===== src/iirdf_pkg.sv =====
// Shared types and register codes for the second-order direct form 1 IIR filter.
package iirdf_pkg;

	// Widths of the fixed-point quantities
	localparam int unsigned SampleW  = 16;  // input and output samples
	localparam int unsigned FwdW     = 5;   // integer feed-forward weights
	localparam int unsigned FbW      = 21;  // Q5.16 feedback weights
	localparam int unsigned GainW    = 32;  // Q0.32 reciprocal gain
	localparam int unsigned XW       = 32;  // scaled input, Q16.16
	localparam int unsigned YW       = 40;  // output history, Q24.16
	localparam int unsigned FracW    = 16;  // fraction bits of X and Y
	localparam int unsigned CfgIdxW  = 3;
	localparam int unsigned CfgDataW = 32;

	// Configuration register indexes
	typedef enum logic [CfgIdxW-1:0] {
		REG_FWD_OLDEST = 3'd0,
		REG_FWD_MIDDLE = 3'd1,
		REG_FWD_NEWEST = 3'd2,
		REG_FB_OLDEST  = 3'd3,
		REG_FB_RECENT  = 3'd4,
		REG_INV_GAIN   = 3'd5
	} reg_idx_t;

	// Coefficient set as held by the register file (raw bits; signed weights, unsigned gain)
	typedef struct packed {
		logic [FwdW-1:0]  fwd_coef_oldest;
		logic [FwdW-1:0]  fwd_coef_middle;
		logic [FwdW-1:0]  fwd_coef_newest;
		logic [FbW-1:0]   fb_coef_oldest;
		logic [FbW-1:0]   fb_coef_recent;
		logic [GainW-1:0] inv_gain;
	} coef_t;

	// Result of one recursion step
	typedef struct packed {
		logic [SampleW-1:0] sample;
		logic               overflow;
	} result_t;

endpackage


===== src/iirdf_scale.sv =====
// Input stage: multiplies the sample by the reciprocal gain and registers the Q16.16 result.
module iirdf_scale
	import iirdf_pkg::*;
(
	input  logic                clk,
	input  logic                load,
	input  logic [SampleW-1:0]  sample_in,
	input  logic [GainW-1:0]    inv_gain,
	output logic [XW-1:0]       x_s1
);

	localparam int unsigned ProdW = SampleW + GainW + 1;

	logic signed [ProdW-1:0] prod;
	logic        [XW-1:0]    x_scaled_s1;

	// Signed sample times unsigned gain; taking bits above the fraction floors
	assign prod = $signed(sample_in) * $signed({1'b0, inv_gain});

	always_ff @(posedge clk) begin
		if (load) begin
			x_scaled_s1 <= prod[FracW+XW-1:FracW];
		end
	end

	assign x_s1 = x_scaled_s1;

endmodule


===== config.mk =====
export PLATFORM = sky130hd
export DESIGN_NAME = iirdf_scale
export DESIGN_NICKNAME = d
export VERILOG_FILES = /design/src/iirdf_pkg.sv /design/src/iirdf_scale.sv
export SDC_FILE = /design/constraint.sdc
export NUM_CORES = 1
export LEC_CHECK = 0
export ABC_CLOCK_PERIOD_IN_PS = 7580
export BUFFER_PORTS_ARGS = -buffer_cell sky130_fd_sc_hd__buf_2
export CAP_MARGIN = 20
export CORE_MARGIN = 5
export CORE_UTILIZATION = 35
export CTS_CLUSTER_DIAMETER = 50
export DETAILED_ROUTE_END_ITERATION = 8
export SETUP_SLACK_MARGIN = 0.15
export SYNTH_ARGS = -nofsm -noshare
export SYNTH_HDL_FRONTEND = slang
export SYNTH_SLANG_ARGS = --single-unit

===== constraint.sdc =====
create_clock -name clk -period 7.58 [get_ports clk]
set_input_delay 1.516 -clock clk [delete_from_list [all_inputs] [get_ports clk]]
set_output_delay 1.516 -clock clk [all_outputs]
set_load 0.05 [all_outputs]

==> summary.txt <==
Floorplanning
  • Die width: 233 um
  • CORE AREA: 49100 um^2
  • Initial core utilization: 0.355
  • Row cnt: 81
  • Die area: 54200 um^2
  • I/O pin cnt: 82
  • Die Y-Extent: 233 um

Min path
  • Hold/Removal Path Class: input port to register

Critical path
  • Crit path top cell by count: fa_1
  • Crit path DAT: 7290 ps
  • CP max stage cell: fa_1
  • CP cell instances: clkbuf_4, buf_4, and2_1, fa_1, inv_1, fa_1, fa_1, fa_1, inv_1, fa_1, fa_1, ha_1, a21oi_2, a211oi_2, o21ai_1, buf_4, a311oi_2, buf_4, or2_4, a21oi_4, mux2i_1, a2111oi_2
  • CP Launch Type: input port
  • CP bufs+invs: 6
  • Crit path capture type: register
  • CP required: 7670 ps
  • Family with the most delay on the worst path: adder cells
  • Slowest stage delay, CP: 560 ps
  • Critical Setup Path Class: input port to register
  • Crit-path max FO: 18

Placed design
  • Inst Count DP: 2696
  • DP Wirelength: 37900 um
  • GP Congestion: 0.883
  • Buffers on Ports: 81

Clocking
  • H-tree depth: 2
  • Clock buffer count from CTS: 5
  • Setup bufs post-CTS: 0
  • Reg clk slew, reported paths: 60 ps
  • Clock root buffer: clkbuf_16
  • CTS tree: done
  • Longest Clk Path Bufs: 2
  • Post_cts resized: 0
  • Clk sinks: 32
  • CTS Hold Buffers Added: 0

Yosys
  • Syn. warnings: 0
  • Syn_nets: 2560
  • Seq/Total Area, Yosys: 0.0553
  • Synth Area in XOR/XNOR: 0.0171
  • EDFF count, synth: 32
  • Main combinational cell family by area after synthesis: adder cells
  • Async SR Flop Fraction: 0
  • Synth Area in Adders: 0.585
  • Multiplexer area fraction after synthesis: 0.00115
  • Mapped Cells: 1947
  • Ys flop type: edfxtp_1
  • Mean Syn Cell Area: 8.93 um^2
  • Simple-gate share of the synthesized area: 0.166
  • Synth Area in Compound Gates: 0.0464
  • Mapped Area: 17400 um^2
  • Cell variety after synth: 50
  • Synth Register Bits: 32

STA
  • Setup TNS: 0 ps
  • Final Hold Fails: 0
  • Final Max Slew Viols: 0
  • Slew headroom: 0.475
  • RSZ-0062 raised after global routing: false
  • Endpoints failing setup: 0
  • Post-route minimum period: 7190 ps
  • Final hold slack: 1850 ps
  • Tcrit/Tclk final: 0.949
  • Fmax: 139 MHz
  • Least-Margin Pin Slew: 787 ps

Detailed routing
  • Detail Route Antenna Nets: 0
  • DR iter-0 viols: 600
  • WL final: 42500 um
  • Vias/cell: 4.78
  • DRC: 0
  • Routed WL per cell: 15.7 um
  • Drt pass-1 iters: 5
  • DR vias: 12900

GRT
  • Largest net degree at the start of global routing: 33
  • Grt met3 use: 0.0140
  • Vias in the first global route: 14000
  • GRT Total Usage: 0.162
  • GR Util met1: 0.202
  • GRT Max-Usage Layer: met2
  • Total global routing overflow: 0
  • First-pass GRT wire length: 70500 um
  • Antenna violations before repair: 0
  • Met2 usage: 0.301

Layout
  • Ratio of cells with drive above 1 in the final layout: 0.0966
  • Final nets: 2652
  • Ant. Diodes: 0
  • Largest register FFs: 32
  • Syn-to-layout area delta: 10.5%
  • Fin cells: 2703
  • Final core occ: 0.392

Run
  • Max Cap Viol: 0

Run status
  • Outcome: finished clean
layout by cell type (no fill, tap or decap), types with 32 or more instances in the layout:
master / synthesis / layout
ha_1: 146 / 145
buf_4: 0 / 87
edfxtp_1: 32 / 32
nand2_1: 293 / 293
and2_1: 214 / 214
inv_1: 508 / 508
a21oi_1: 50 / 47
buf_2: 0 / 66
fa_1: 417 / 415
nor2_1: 41 / 41
layer usage:
metal	vias up	routed length, um
li1	5829	-
met1	6766	16900
met5	-	0
met2	271	23000
met4	0	1110
met3	54	1460
cell type report:
type | instances | area (um^2)
clock buffer | 6 | 129
sequential | 32 | 961
timing repair buffer | 170 | 1140
inverter | 509 | 1910
fill | 5045 | 29800
tap | 664 | 831
clock inverter | 1 | 5.00
multi-input combinational | 1321 | 14200
cell usage after synthesis (2+ instances only):
library cell	count	area, um^2
inv_1	508	1910
a211oi_1	6	45.0
edfxtp_1	32	961
clkbuf_1	83	312
o22ai_1	2	12.5
and3_1	2	12.5
nand4_1	9	56.3
nand2b_1	11	68.8
mux2i_1	2	20.0
a21boi_0	2	15.0
xor2_1	12	105
a21oi_1	50	250
o211ai_1	3	22.5
o21a_1	5	37.5
or3_1	4	25.0
nand2_1	293	1100
o21ai_0	24	120
nand3_1	6	30.0
nor4_1	3	18.8
o21bai_1	10	75.1
fa_1	417	8350
nor2_1	41	154
xnor2_1	22	193
a21o_1	10	75.1
nor3_1	7	35.0
and2_1	214	1340
ha_1	146	1830
stage by stage:
step                instance area (um^2)  worst slack (ps)
floorplan                          17400               232
global placement                   19000             -36.3
detailed placement                 19000             -98.8
CTS                                19100               199
global route                       19200               158
finish                             19200               385
worst paths after layout:
path	cells past startpoint	from	slack (ps)	endpoint
max	22	sample_in[6]	390	x_s1[23]
min	1	load	1850	x_s1[21]
kinds of logic (layout without fill, tap and decap cells):
kind of cell | after synthesis | in the layout
AOI/OAI and AO/OA | 126 | 126
xor gates and xnor gates | 34 | 34
adders and majority gates | 563 | 563
buffers and inverters | 594 | 686
DFF | 32 | 32
muxes | 2 | 2
and+or+nand+nor | 596 | 596
Power is left out: the tool's default activity adds up to more than one toggle a clock period on the data nets, which glitch-free logic cannot reach.
