--- src/iirdf_pkg.sv ---
// Shared types and register codes for the second-order direct form 1 IIR filter.
package iirdf_pkg;

	// Widths of the fixed-point quantities
	localparam int unsigned SampleW  = 16;  // input and output samples
	localparam int unsigned FwdW     = 5;   // integer feed-forward weights
	localparam int unsigned FbW      = 21;  // Q5.16 feedback weights
	localparam int unsigned GainW    = 32;  // Q0.32 reciprocal gain
	localparam int unsigned XW       = 32;  // scaled input, Q16.16
	localparam int unsigned YW       = 40;  // output history, Q24.16
	localparam int unsigned FracW    = 16;  // fraction bits of X and Y
	localparam int unsigned CfgIdxW  = 3;
	localparam int unsigned CfgDataW = 32;

	// Configuration register indexes
	typedef enum logic [CfgIdxW-1:0] {
		REG_FWD_OLDEST = 3'd0,
		REG_FWD_MIDDLE = 3'd1,
		REG_FWD_NEWEST = 3'd2,
		REG_FB_OLDEST  = 3'd3,
		REG_FB_RECENT  = 3'd4,
		REG_INV_GAIN   = 3'd5
	} reg_idx_t;

	// Coefficient set as held by the register file (raw bits; signed weights, unsigned gain)
	typedef struct packed {
		logic [FwdW-1:0]  fwd_coef_oldest;
		logic [FwdW-1:0]  fwd_coef_middle;
		logic [FwdW-1:0]  fwd_coef_newest;
		logic [FbW-1:0]   fb_coef_oldest;
		logic [FbW-1:0]   fb_coef_recent;
		logic [GainW-1:0] inv_gain;
	} coef_t;

	// Result of one recursion step
	typedef struct packed {
		logic [SampleW-1:0] sample;
		logic               overflow;
	} result_t;

endpackage

--- src/iirdf_cfg_regs.sv ---
// Coefficient register file written through the plain configuration port.
module iirdf_cfg_regs
	import iirdf_pkg::*;
(
	input  logic                clk,
	input  logic                arst_n,
	input  logic                cfg_we,
	input  logic [CfgIdxW-1:0]  cfg_idx,
	input  logic [CfgDataW-1:0] cfg_wdata,
	output coef_t               coef
);

	coef_t coef_q;

	// Register writes; indexes past the list are dropped
	always_ff @(posedge clk or negedge arst_n) begin
		if (!arst_n) begin
			coef_q <= '0;
		end else if (cfg_we) begin
			case (reg_idx_t'(cfg_idx))
				REG_FWD_OLDEST: coef_q.fwd_coef_oldest <= cfg_wdata[FwdW-1:0];
				REG_FWD_MIDDLE: coef_q.fwd_coef_middle <= cfg_wdata[FwdW-1:0];
				REG_FWD_NEWEST: coef_q.fwd_coef_newest <= cfg_wdata[FwdW-1:0];
				REG_FB_OLDEST:  coef_q.fb_coef_oldest  <= cfg_wdata[FbW-1:0];
				REG_FB_RECENT:  coef_q.fb_coef_recent  <= cfg_wdata[FbW-1:0];
				REG_INV_GAIN:   coef_q.inv_gain        <= cfg_wdata[GainW-1:0];
				default: ;
			endcase
		end
	end

	assign coef = coef_q;

endmodule

--- config.mk ---
export PLATFORM = sky130hd
export DESIGN_NAME = iirdf_cfg_regs
export DESIGN_NICKNAME = d
export VERILOG_FILES = /design/src/iirdf_pkg.sv /design/src/iirdf_cfg_regs.sv
export SDC_FILE = /design/constraint.sdc
export NUM_CORES = 1
export LEC_CHECK = 0
export BUFFER_PORTS_ARGS = -buffer_cell sky130_fd_sc_hd__buf_2
export CAP_MARGIN = 10
export CELL_PAD_IN_SITES_DETAIL_PLACEMENT = 1
export CELL_PAD_IN_SITES_GLOBAL_PLACEMENT = 1
export CORE_ASPECT_RATIO = 2
export CORE_MARGIN = 1
export CORE_UTILIZATION = 42
export CTS_CLUSTER_DIAMETER = 150
export DETAILED_ROUTE_END_ITERATION = 10
export HOLD_SLACK_MARGIN = 0.15
export PLACE_DENSITY = 0.89
export SYNTH_ARGS = -nofsm -noshare
export SYNTH_HDL_FRONTEND = slang
export SYNTH_SLANG_ARGS = --single-unit
--- constraint.sdc ---
create_clock -name clk -period 2.1 [get_ports clk]
set_clock_uncertainty 0.15 [all_clocks]
set_input_delay 0.21 -clock clk [delete_from_list [all_inputs] [get_ports clk]]
set_output_delay 0.21 -clock clk [all_outputs]
set_load 0.02 [all_outputs]
==> results.md, run 1 <==
- Status: finished, final reports clean
- Synth Cell Area: roughly 0.0034 sq mm
- DRC viols: 0
- Flop-to-flop setup slack: 1140 ps
- Synthesized area per cell: about 18 sq um
- Number of global-route vias before repair: ~2600
- Setup violators final: 0
- Setup_tns: 0 ps
- CTS sink cnt: 89
- Initial Utilization: 43.91%
- Die width: approximately 65 um
- Relative slew slack: just under 50%
- Kind of critical path: input pin to asynchronous set/reset pin
- # IOs: between 100 and 150
- Nets: 398
- Clock-pin slew on the worst setup and hold paths: roughly 60 ps
- Total GRT Usage: 22.33%
- Post-CTS Setup Inserts: 0
- Syn-to-layout area delta: 40.68%
- Vias per std cell: 4.996
- PwrDens: ~1100 mW/mm^2
- CP endpoint kind: asynchronous set/reset pin
- Commonest non-fill, non-tap cells in the layout: buf_2, mux2_2, dfrtp_1, dlygate4sd3_1, clkbuf_16
- Post-cts resize count: 0
- Worst-Margin Slew: about 750 ps
- Final WS setup: approximately 400 ps
- Synthesis Warnings: 0
- Total core area: ~0.0077 sq mm
- Gate Count Post-Synth: roughly 190
- Clock Latency Late Sink: approximately 330 ps
- Fin area: about 0.0047 sq mm
- Leakage power total: roughly 0.0023 uW
- Pin count of the biggest net entering global routing: 74
- Global-route wire length before repair: between 10 and 15 mm
- Vias post-DR: between 2000 and 2500
- H-tree depth: 3
- Routability cong.: around 0.7
- Yosys cell types: 8
- Unrepaired setup endpoints after global routing: false
- Commonest non-fill, non-tap cell in the layout: buf_2
- Post-route clock period utilization: about 80%
- Post-Place Cells: around 400
- Rows: 45
- Achievable Freq: 0.5898 GHz
- Diode count: 0
- Critical path required time: around 2300 ps
- Final hold violation count: 0
- Share of layout cells above drive strength 1: between 60% and 70%
- Die area: about 0.0084 sq mm
- Die Y: between 100 and 150 um
- Placed Area: 0.004115 sq mm
- Clock Path Buffers: 2
- Total wire length: around 8.7 mm
- Pre-antenna DRT Iters: 3
- Crit path max fanout: 16
- IO buf count: around 130
- Antenna-violating nets left: 0
- Final Non-Filler Cells: 459
- Worst path arrival time: ~1900 ps
- CP Launch Type: input pin
- Antenna violations before repair: 0
- Worst IR Drop VDD: 0.6881 mV
- Final Max Slew Viols: 0
- WL per Instance: 18.95 um
- CTS Hold Bufs: 34
- Total CTS buffers: 9
- Initial DRC Count: 93
- CTS tree: done
- Max reg flops: 89
- Max Cap Viol: 0
- Syn nets: 229
- HP Class: input pin to flop
- CTS root buf: clkbuf_16
- Grt ovf: 0
- FF+latch count, synth: between 80 and 90
- Post-synthesis sequential area ratio: 66.24%
- Minimum clock period: between 1500 and 2000 ps
- Detailed placement HPWL: between 5 and 6 mm
- Pre-CTS setup slack: approximately 490 ps
-- report_power, final --
part | total [uW] | switching [uW] | internal, uW
sequential | 2290 | 198 | 2090
combinational | 1470 | 856 | 614
clock | 1460 | 632 | 829
-- final cells by class --
class                      count  area, sq um
clock inverter                 5        31.28
fill                         787         2928
multi-input combinational     95         1087
timing repair buffer         165         1023
sequential                    89         2227
tap                           94        117.6
clock buffer                  11        242.7
-- through the flow --
step | total power (uW) | utilization (%) | hold WS, ps
2_1_floorplan | 3131 | - | -235.6
3_3_place_gp | 3656 | 53.74 | -63.05
3_5_place_dp | 3744 | 53.74 | -53.62
4_1_cts | 5271 | 61.76 | 196.6
5_1_grt | 5435 | 61.76 | 222.6
6_report | 5222 | 61.76 | 206.8
-- cell usage after synthesis --
master	instances	share of area (%)
nand4b_2	1	0.45
nor4b_4	1	0.71
buf_2	5	0.74
nand4b_1	1	0.26
mux2_2	89	30
and4bb_2	3	1.1
dfrtp_1	89	66
buf_6	2	0.67
-- kinds of logic (layout without fill, tap and decap cells) --
kind of cell           count (synthesis)  after routing  synth area share, %
multiplexers                          89             89                29.81
flip-flops                            89             89                66.25
buffers and inverters                  7            181                1.414
AND/OR/NAND/NOR                        6              6                2.531
-- worst paths after layout --
check,start,to,depth (start not counted)
max in group clk,coef[9],coef[9],1
worst max-delay path,arst_n,coef[19],3
worst min register to register,coef[46],coef[46],1
worst max register to register,coef[9],coef[9],1
worst min-delay path,cfg_idx[1],coef[84],3
min in group asynchronous,arst_n,coef[42],3
-- worst max-delay path: stages --
cell and delay, ps:
dlygate4sd3_1 530, buf_4 140, dlygate4sd3_1 1050
-- routing by layer --
layer	vias up	GRT usage [%]	share of wire (%)
met5	-	0	0
met1	1159	22.06	35
met4	0	11.51	3.0
li1	1028	-	-
met3	20	4.167	4.0
met2	86	42.33	58
Note: power is estimated with default switching activity, not from simulation.
==> inputs of run 2 (changes only) <==
Settings changed: CORE_UTILIZATION 42 to 39, PLACE_DENSITY 0.89 to 0.84.
Clock period 2.1 ns to 1.7 ns, I/O delays scaled along.
==> results.md, run 2 (synthesized netlist as in run 1, its figures left out) <==
- Kind of critical path: flop to primary output
- Crit path max-delay family: flip-flops
- Worst flop-to-flop path startpoint: coef[39]
- Critical path required time: 1380 ps (-950 ps)
- Vias per std cell: 4.965 (-0.60%)
- Vias post-DR: 2299 (+0.26%)
- Rows: 47 (+4.4%)
- Reg2reg path depth: 1 (unchanged)
- Clock Path Buffers: 2 (unchanged)
- Routability cong.: 0.7041 (-0.21%)
- Hold path endpoint: coef[86]
- CP Launch Type: flop
- Slowest cell on crit path: dfrtp_1
- Initial Utilization: 40.55% (-3.4 points)
- Post-cts resize count: 0 (unchanged)
- Slowest stage delay, CP: 400 ps (-650 ps)
- Unrepaired setup endpoints after global routing: false
- Clock-pin slew on the worst setup and hold paths: 60 ps (about the same)
- Bufs and invs on worst path: 1 (-2)
- Crit path max fanout: 2 (-14)
- Worst path arrival time: 900 ps (-1020 ps)
- Total wire length: 8.691 mm (about the same)
- Relative slew slack: 68.89% (+19 points)
- Die Y: 133.3 um (+3.7%)
- Setup violators final: 0 (unchanged)
- CTS tree: done
- Worst IR Drop VDD: 0.9345 mV (+36%)
- Critical-path cell list: buf_2
- H-tree depth: 3 (unchanged)
- Leakage power total: 0.002328 uW (+1.5%)
- Clock Latency Late Sink: 330 ps (about the same)
- Pin count of the biggest net entering global routing: 90 (+22%)
- Flop-to-flop setup slack: 760 ps (-380 ps)
- # IOs: 127 (unchanged)
- CTS sink cnt: 89 (unchanged)
- CTS root buf: clkbuf_16
- GR Util met3: 5.051% (+0.88 points)
- Final Max Slew Viols: 0 (unchanged)
- Nets: 398 (unchanged)
- Setup_tns: 0 ps (unchanged)
- Total CTS buffers: 9 (unchanged)
- Met2 GRT Util: 39.27% (-3.1 points)
- Total core area: 0.008292 sq mm (+8.3%)
- PwrDens: 1402 mW/mm^2 (+27%)
- IO buf count: 126 (unchanged)
- Total GRT Usage: 21.66% (-0.67 points)
- Number of global-route vias before repair: 2668 (+3.6%)
- Diode count: 0 (unchanged)
- Antenna-violating nets left: 0 (unchanged)
- Initial DRC Count: 65 (-30%)
- CP endpoint kind: primary output
- Die area: 0.009018 sq mm (+7.5%)
- Hold Path Origin: cfg_idx[1]
- Syn-to-layout area delta: 42.80%
- Pre-antenna DRT Iters: 4 (+1)
- Min Hold Slack: 178.3 ps (-28.42 ps)
- Die width: 67.65 um (+3.7%)
- Detailed placement HPWL: 5.830 mm (+0.38%)
- Fill cells: 813 (+3.3%)
- Grt ovf: 0 (unchanged)
- DRC viols: 0 (unchanged)
- Worst-Margin Slew: 464.7 ps (-288.1 ps)
- Final hold violation count: 0 (unchanged)
- Met1 Use GR: 21.53% (-0.52 points)
- Max reg flops: 89 (unchanged)
- Busiest grt layer: met2
- HP Class: input pin to flop
- WL per Instance: 18.77 um (-0.92%)
- WHS Path Cells: 3 (unchanged)
- Commonest non-fill, non-tap cells in the layout: buf_2, mux2_2, dfrtp_1, dlygate4sd3_1, clkbuf_16
- Antenna violations before repair: 1 (+1)
- Post-route clock period utilization: between 70% and 80%
- Share of layout cells above drive strength 1: 66.30% (+0.55 points)
- Global-route wire length before repair: 13.96 mm (+3.7%)
- Minimum clock period: 1216 ps
- Commonest non-fill, non-tap cell in the layout: buf_2
- Achievable Freq: between 0.8 and 0.9 GHz
- Max Cap Viol: 0 (unchanged)
- RR Endpoint: coef[39]
- Status: finished, final reports clean
==> run 2: changes by cell type in the layout (fill, tap and decap cells not counted) <==
cell,delta
clkbuf_8,-1
clkinvlp_4,-1
dlygate4sd3_1,-1
clkbuf_1,-1
buf_4,-1
buf_12,+2
bufinv_16,+2
inv_6,+2
clkinv_4,-1
==> run 2: worst max path at each step <==
stage,from,end,slack (ps),cells past startpoint
2_1_floorplan,cfg_idx[0],coef[32],470,3
6_report,coef[64],coef[64],480,1
4_1_cts,coef[87],coef[87],470,1
3_5_place_dp,cfg_idx[1],coef[84],210,3
5_1_grt,coef[87],coef[87],450,1
3_3_place_gp,cfg_idx[1],coef[88],250,3
==> run 2: repair_timing <==
item                      CTS  global route
buffers inserted            0             0
hold endpoints to repair  178             0
hold buffers               33             0
==> run 2: where the power goes <==
group | switching (uW) | internal (uW) | leakage, uW
combinational | 1060 | 760 | 0.00110
sequential | 243 | 2590 | 0.00107
clock | 798 | 1290 | 0.000160
==> run 2: layout make-up <==
class / instances / area (sq um) / share of cell area (%)
clock buffer: 9 / 225.2 / 4.691
multi-input combinational: 95 / 1087 / 22.65
timing repair buffer: 165 / 1046 / 21.79
sequential: 89 / 2227 / 46.39
clock inverter: 7 / 92.59 / 1.929
tap: 98 / 122.6 / 2.554
==> run 2: routing by layer <==
metal,vias up,routed length (um)
met5,-,13
met4,2,343
met3,26,382
met2,88,5074
met1,1162,2876
li1,1021,-
==> run 2: metrics by stage <==
step	instance area, sq um	setup WS [ps]	utilization (%)	std cells	total power [uW]
detailed placement	4153	209.1	50.08	414	4628
global placement	4153	248.1	50.08	414	4532
global route	4801	450.4	57.90	463	7058
finish	4801	484.3	57.90	463	6731
floorplan	3362	468.5	-	191	3868
CTS	4801	469.2	57.90	463	6807
